### src/hdl/tcw_pkg.sv
package tcw_pkg;

    localparam int COLS        = 80;
    localparam int ROWS        = 25;
    localparam int CELLS       = COLS * ROWS;
    localparam int SCROLL_END  = COLS * (ROWS - 1);
    localparam int ADDR_W      = $clog2(CELLS);
    localparam int COL_W       = $clog2(COLS + 1);
    localparam int LINE_W      = (ROWS > 2) ? $clog2(ROWS) : 1;
    localparam int CELL_W      = 16;
    localparam int CODE_W      = 8;
    localparam int OP_W        = 2;
    localparam int PC_W        = 5;

    localparam logic [CELL_W-1:0] ATTR_GREY    = 16'h0700;
    localparam logic [CODE_W-1:0] NEWLINE_CODE = 8'd10;

    localparam logic [OP_W-1:0] OP_PUT   = 2'd0;
    localparam logic [OP_W-1:0] OP_CLEAR = 2'd1;
    localparam logic [OP_W-1:0] OP_READ  = 2'd2;

    // microprogram step addresses
    localparam logic [PC_W-1:0] S_BOOT    = 5'd0;
    localparam logic [PC_W-1:0] S_BWIPE   = 5'd1;
    localparam logic [PC_W-1:0] S_BEXIT   = 5'd2;
    localparam logic [PC_W-1:0] S_CLR     = 5'd3;
    localparam logic [PC_W-1:0] S_CWIPE   = 5'd4;
    localparam logic [PC_W-1:0] S_DONE    = 5'd5;
    localparam logic [PC_W-1:0] S_IDLE    = 5'd6;
    localparam logic [PC_W-1:0] S_DISP_C  = 5'd7;
    localparam logic [PC_W-1:0] S_DISP_R  = 5'd8;
    localparam logic [PC_W-1:0] S_DISP_P  = 5'd9;
    localparam logic [PC_W-1:0] S_WRAP    = 5'd10;
    localparam logic [PC_W-1:0] S_PUT_NL  = 5'd11;
    localparam logic [PC_W-1:0] S_PUT_WR  = 5'd12;
    localparam logic [PC_W-1:0] S_LF      = 5'd13;
    localparam logic [PC_W-1:0] S_LF_DOWN = 5'd14;
    localparam logic [PC_W-1:0] S_SC_RD   = 5'd15;
    localparam logic [PC_W-1:0] S_SC_WR   = 5'd16;
    localparam logic [PC_W-1:0] S_SC_BL   = 5'd17;
    localparam logic [PC_W-1:0] S_LF_RET  = 5'd18;
    localparam logic [PC_W-1:0] S_LF_EXIT = 5'd19;
    localparam logic [PC_W-1:0] S_READ    = 5'd20;
    localparam logic [PC_W-1:0] S_RD_CAP  = 5'd21;

    typedef enum logic [3:0] {
        C_NEVER,
        C_ALWAYS,
        C_NO_ACCEPT,
        C_OP_CLEAR,
        C_OP_READ,
        C_OP_OTHER,
        C_COL_FULL,
        C_CODE_NL,
        C_LINE_LAST,
        C_PTR_MORE_CELLS,
        C_PTR_MORE_SCROLL,
        C_RET,
        C_OUT_BUSY
    } cond_t;

    typedef enum logic [1:0] {PTR_HOLD, PTR_ZERO, PTR_INC} ptr_act_t;
    typedef enum logic [1:0] {WR_NONE, WR_ZERO, WR_CHAR, WR_RDATA} wr_sel_t;
    typedef enum logic [1:0] {RD_NONE, RD_SCROLL, RD_ADDR} rd_sel_t;
    typedef enum logic [1:0] {COL_HOLD, COL_INC, COL_ZERO} col_act_t;
    typedef enum logic [1:0] {RET_HOLD, RET_SET, RET_CLR} ret_act_t;

    typedef struct packed {
        cond_t             cond;
        logic [PC_W-1:0]   target;
        ptr_act_t          ptr_act;
        wr_sel_t           wr_sel;
        rd_sel_t           rd_sel;
        col_act_t          col_act;
        logic              line_inc;
        ret_act_t          ret_act;
        logic              out_load;
        logic              in_ready;
        logic              value_cap;
    } ctrl_t;

    typedef struct packed {
        logic accept;
        logic op_clear;
        logic op_read;
        logic op_other;
        logic col_full;
        logic code_nl;
        logic line_last;
        logic ptr_more_cells;
        logic ptr_more_scroll;
        logic ret;
        logic out_busy;
    } flags_t;

    function automatic ctrl_t rom_word(input logic [PC_W-1:0] pc);
        ctrl_t c;
        c = '0;
        case (pc)
            S_BOOT:    c.ptr_act = PTR_ZERO;
            S_BWIPE:
            begin
                c.wr_sel  = WR_ZERO;
                c.ptr_act = PTR_INC;
                c.cond    = C_PTR_MORE_CELLS;
                c.target  = S_BWIPE;
            end
            S_BEXIT:
            begin
                c.cond   = C_ALWAYS;
                c.target = S_IDLE;
            end
            S_CLR:     c.ptr_act = PTR_ZERO;
            S_CWIPE:
            begin
                c.wr_sel  = WR_ZERO;
                c.ptr_act = PTR_INC;
                c.cond    = C_PTR_MORE_CELLS;
                c.target  = S_CWIPE;
            end
            S_DONE:
            begin
                c.out_load = 1'b1;
                c.cond     = C_OUT_BUSY;
                c.target   = S_DONE;
            end
            S_IDLE:
            begin
                c.in_ready = 1'b1;
                c.cond     = C_NO_ACCEPT;
                c.target   = S_IDLE;
            end
            S_DISP_C:
            begin
                c.cond   = C_OP_CLEAR;
                c.target = S_CLR;
            end
            S_DISP_R:
            begin
                c.cond   = C_OP_READ;
                c.target = S_READ;
            end
            S_DISP_P:
            begin
                c.cond   = C_OP_OTHER;
                c.target = S_DONE;
            end
            S_WRAP:
            begin
                c.ret_act = RET_SET;
                c.cond    = C_COL_FULL;
                c.target  = S_LF;
            end
            S_PUT_NL:
            begin
                c.ret_act = RET_CLR;
                c.cond    = C_CODE_NL;
                c.target  = S_LF;
            end
            S_PUT_WR:
            begin
                c.wr_sel  = WR_CHAR;
                c.col_act = COL_INC;
                c.cond    = C_ALWAYS;
                c.target  = S_DONE;
            end
            S_LF:
            begin
                c.ptr_act = PTR_ZERO;
                c.cond    = C_LINE_LAST;
                c.target  = S_SC_RD;
            end
            S_LF_DOWN:
            begin
                c.line_inc = 1'b1;
                c.cond     = C_ALWAYS;
                c.target   = S_LF_RET;
            end
            S_SC_RD:   c.rd_sel = RD_SCROLL;
            S_SC_WR:
            begin
                c.wr_sel  = WR_RDATA;
                c.ptr_act = PTR_INC;
                c.cond    = C_PTR_MORE_SCROLL;
                c.target  = S_SC_RD;
            end
            S_SC_BL:
            begin
                c.wr_sel  = WR_ZERO;
                c.ptr_act = PTR_INC;
                c.cond    = C_PTR_MORE_CELLS;
                c.target  = S_SC_BL;
            end
            S_LF_RET:
            begin
                c.col_act = COL_ZERO;
                c.cond    = C_RET;
                c.target  = S_PUT_NL;
            end
            S_LF_EXIT:
            begin
                c.cond   = C_ALWAYS;
                c.target = S_DONE;
            end
            S_READ:    c.rd_sel = RD_ADDR;
            S_RD_CAP:
            begin
                c.value_cap = 1'b1;
                c.cond      = C_ALWAYS;
                c.target    = S_DONE;
            end
            default:
            begin
                c.cond   = C_ALWAYS;
                c.target = S_IDLE;
            end
        endcase
        return c;
    endfunction

endpackage

### src/hdl/tcw_seq.sv
module tcw_seq (
    input  logic           clk,
    input  logic           rst_n,
    input  tcw_pkg::flags_t flags,
    output tcw_pkg::ctrl_t  ctrl
);

    logic [tcw_pkg::PC_W-1:0] pc_reg;
    logic [tcw_pkg::PC_W-1:0] pc_next;
    logic                     take;

    assign ctrl = tcw_pkg::rom_word(pc_reg);

    always_comb
    begin
        case (ctrl.cond)
            tcw_pkg::C_NEVER:           take = 1'b0;
            tcw_pkg::C_ALWAYS:          take = 1'b1;
            tcw_pkg::C_NO_ACCEPT:       take = !flags.accept;
            tcw_pkg::C_OP_CLEAR:        take = flags.op_clear;
            tcw_pkg::C_OP_READ:         take = flags.op_read;
            tcw_pkg::C_OP_OTHER:        take = flags.op_other;
            tcw_pkg::C_COL_FULL:        take = flags.col_full;
            tcw_pkg::C_CODE_NL:         take = flags.code_nl;
            tcw_pkg::C_LINE_LAST:       take = flags.line_last;
            tcw_pkg::C_PTR_MORE_CELLS:  take = flags.ptr_more_cells;
            tcw_pkg::C_PTR_MORE_SCROLL: take = flags.ptr_more_scroll;
            tcw_pkg::C_RET:             take = flags.ret;
            tcw_pkg::C_OUT_BUSY:        take = flags.out_busy;
            default:                    take = 1'b0;
        endcase
        pc_next = take ? ctrl.target : pc_reg + 1'b1;
    end

    always_ff @(posedge clk or negedge rst_n)
    begin
        if (!rst_n)
        begin
            pc_reg <= tcw_pkg::S_BOOT;
        end
        else
        begin
            pc_reg <= pc_next;
        end
    end

endmodule

### config.mk
export PLATFORM = sky130hd
export DESIGN_NAME = tcw_seq
export DESIGN_NICKNAME = d
export VERILOG_FILES = /design/src/hdl/tcw_pkg.sv /design/src/hdl/tcw_seq.sv
export SDC_FILE = /design/constraint.sdc
export NUM_CORES = 1
export LEC_CHECK = 0
export BUFFER_PORTS_ARGS = -buffer_cell sky130_fd_sc_hd__buf_4
export CAP_MARGIN = 20
export CORE_UTILIZATION = 40
export DETAILED_ROUTE_END_ITERATION = 8
export GPL_ROUTABILITY_DRIVEN = 0
export PLACE_DENSITY = 0.65
export SYNTH_ARGS = -nofsm -noshare
export SYNTH_HDL_FRONTEND = slang
export SYNTH_SLANG_ARGS = --single-unit
### constraint.sdc
create_clock -name clk -period 2.8 [get_ports clk]
set_input_delay 0 -clock clk [delete_from_list [all_inputs] [get_ports clk]]
set_output_delay 0 -clock clk [all_outputs]
set_load 0.02 [all_outputs]
==> metrics.yaml <==
outcome:
  status: "completed"
setup_path:
  crit_path_start_kind: "flip-flop"
  timing.critical_path.fanout_max: 11
  crit_path_end_kind: "flip-flop"
  worstSetupPathType: "flip-flop to flip-flop"
  critical_path_arrival_ns: 2.77
  required_ns: 2.92
timing:
  slew-limit-headroom_pct: 75.4
  rsz0062_at_grt: "false"
  fin_setup_tns_ns: 0
  finalSetupViolations: 0
  skew_ns: 0.000606
  worst_slack_ns: 0.148
  max_clock_freq_mhz: 377
  slew_violations: 0
  hold_violations: 0
  tightestPinTransition_ns: 0.370
  fin_crit_sh_pct: 94.7
  hold_ws_ns: 0.103
  post-route-min-period_ns: 2.65
synth:
  ys_seq_elements: 5
  synthesis.nets: 165
  synth_edf_count: 0
  netlist-cell-type-count: 43
  syn_area_um2: 1040
  synth.avg_cell_area_um2: 7.10
  yosysSeqAreaShare_pct: 12.0
  async_flop_share_pct: 100
  syn_inst: 147
  ys.warnings.count: 0
  synth_top_flop_cell: "dfrtp_1"
placement:
  placed_area_um2: 1350
  place_ws_ns: 0.00282
  dp.cells: 210
  hpwlAfterDp_mm: 2.35
  port_buffers: 35
cells_and_area:
  diodes: 0
  final_cell_mix: "buf_4, nor2_1, nand2_1"
  final_cells: 215
  drive_above_1_share_pct: 38.4
  layout.nets: 204
  largest_reg_flops: 5
  stdcell_area_um2: 1440
  final_common_cell: "buf_4"
  multi_input_area_um2: 866
  area_delta_synth_final_pct: 38.4
  n_fill_cell: 249
  fin_util_pct: 58.3
  seq_area_um2: 129
clock_network:
  htreeDepth: 1
  clk_pin_slew_ns: 0.04
  postCtsSetupRepairBufs: 0
  cts_max_path_buffers: 2
  clk_latency_ns: 0.24
  cts_inserted_buffers: 3
  cts_tree: "yes"
  clock-root-buffer: "clkbuf_4"
  cts_sinks: 5
floorplan:
  ios: 36
  rows: 18
  fp.dieH_um: 53.1
  start_util_pct: 42.1
  die_area_um2: 2820
  core_um2: 2480
  die_w_um: 53.1
power:
  combinationalPowerShare_pct: 87.7
  p_seq_share_pct: 8.7
  p_sw_mw: 1.15
  switching_share_pct: 52.4
  power_mw: 2.19
  pwr-share-clk_pct: 3.7
  powerDensity_nw_per_um2: 1520
  vdd_drop_max_mv: 1.03
  power.internal_mw: 1.04
  leakage_nw: 0.675
drt:
  drc: 0
  detail_route.wl_per_cell_um: 14.4
  route.vias.total: 1177
  wirelength_mm: 3.10
  drt-initial-drc-count: 42
  drtPass1Iterations: 4
  viasPerCell: 5.47
  ant_nets: 0
global_routing:
  overflow: 0
  antenna_found_initial: 0
  grt_first_pass_wirelength_mm: 4.71
  grt_pass1_vias: 1000
  grt_max_degree: 15
  grt.total_usage_pct: 22.6
run:
  drv_cap: 0
hold_path:
  hp-class: "input pin to async pin"
## area by class of cell
cell class	count	area share, %
Tap cell	30	2.60
Sequential cell	5	8.93
Timing Repair Buffer	46	24.1
Multi-Input combinational cell	120	60.0
Inverter	10	2.60
Clock buffer	4	1.82
## worst max-delay path, stage by stage, from the launching register on
cell	delay (ns)
dfrtp_2	0.45
inv_2	0.12
ha_4	0.21
nor3b_1	0.09
o32a_4	0.38
o211ai_4	0.13
mux2i_1	0.26
a221oi_2	0.11
a211oi_4	0.39
mux2_2	0.38
## cells in the mapped netlist, types with 4 or more instances
cell	n	area share (%)
a21oi_1	9	4.3
buf_2	5	2.4
dfrtp_1	5	12
ha_1	5	6.0
inv_1	9	3.2
mux2i_1	6	5.8
nand2_1	13	4.7
nand3_1	5	2.4
nor2_1	19	6.8
nor2b_1	4	2.4
nor3_1	5	2.4
o21ai_0	11	5.3
## power groups by stage
| stage | logic (mW) | registers, mW | clock network (mW) |
|---|---|---|---|
| finish | 1.92 | 0.190 | 0.0805 |
| global route | 2.06 | 0.197 | 0.0876 |
| CTS | 1.83 | 0.169 | 0.0854 |
| detailed placement | 1.80 | 0.170 | 0 |
| global placement | 1.78 | 0.170 | 0 |
| floorplan | 1.35 | 0.127 | 0 |
## layer usage
metal	wire, um	GRT usage [%]	vias up
met2	1540	33.3	37
li1	-	-	592
met1	1450	35.2	548
met3	114	0.575	0
met5	0	0	-
met4	0	5.70	0
## final timing paths
path | start | endpoint | slack, ns | cells after the start
min in group clk | flags[7] | pc_reg[2] | 0.37 | 5
max reg2reg | pc_reg[0] | pc_reg[1] | 0.15 | 9
min reg2reg | pc_reg[0] | pc_reg[0] | 0.76 | 2
max in group asynchronous | rst_n | pc_reg[0] | 2.58 | 2
min | rst_n | pc_reg[4] | 0.10 | 2
max | pc_reg[0] | pc_reg[1] | 0.15 | 9
## logic make-up after synthesis
family          synth area share [%]
compound gates                  29.4
xor+xnor                        2.52
flops                           12.0
simple gates                    28.5
buf+inv                         10.4
mux                             11.2
fa+ha+maj                       6.00
## what timing repair did
item | CTS | global route
endpoints found under the setup margin | 5 | 5
hold endpoints to repair | 5 | 0
resized for setup | 1 | 15
hold buffers | 1 | 0
pin swaps | 0 | 3
(Power assumes the default switching activity.)
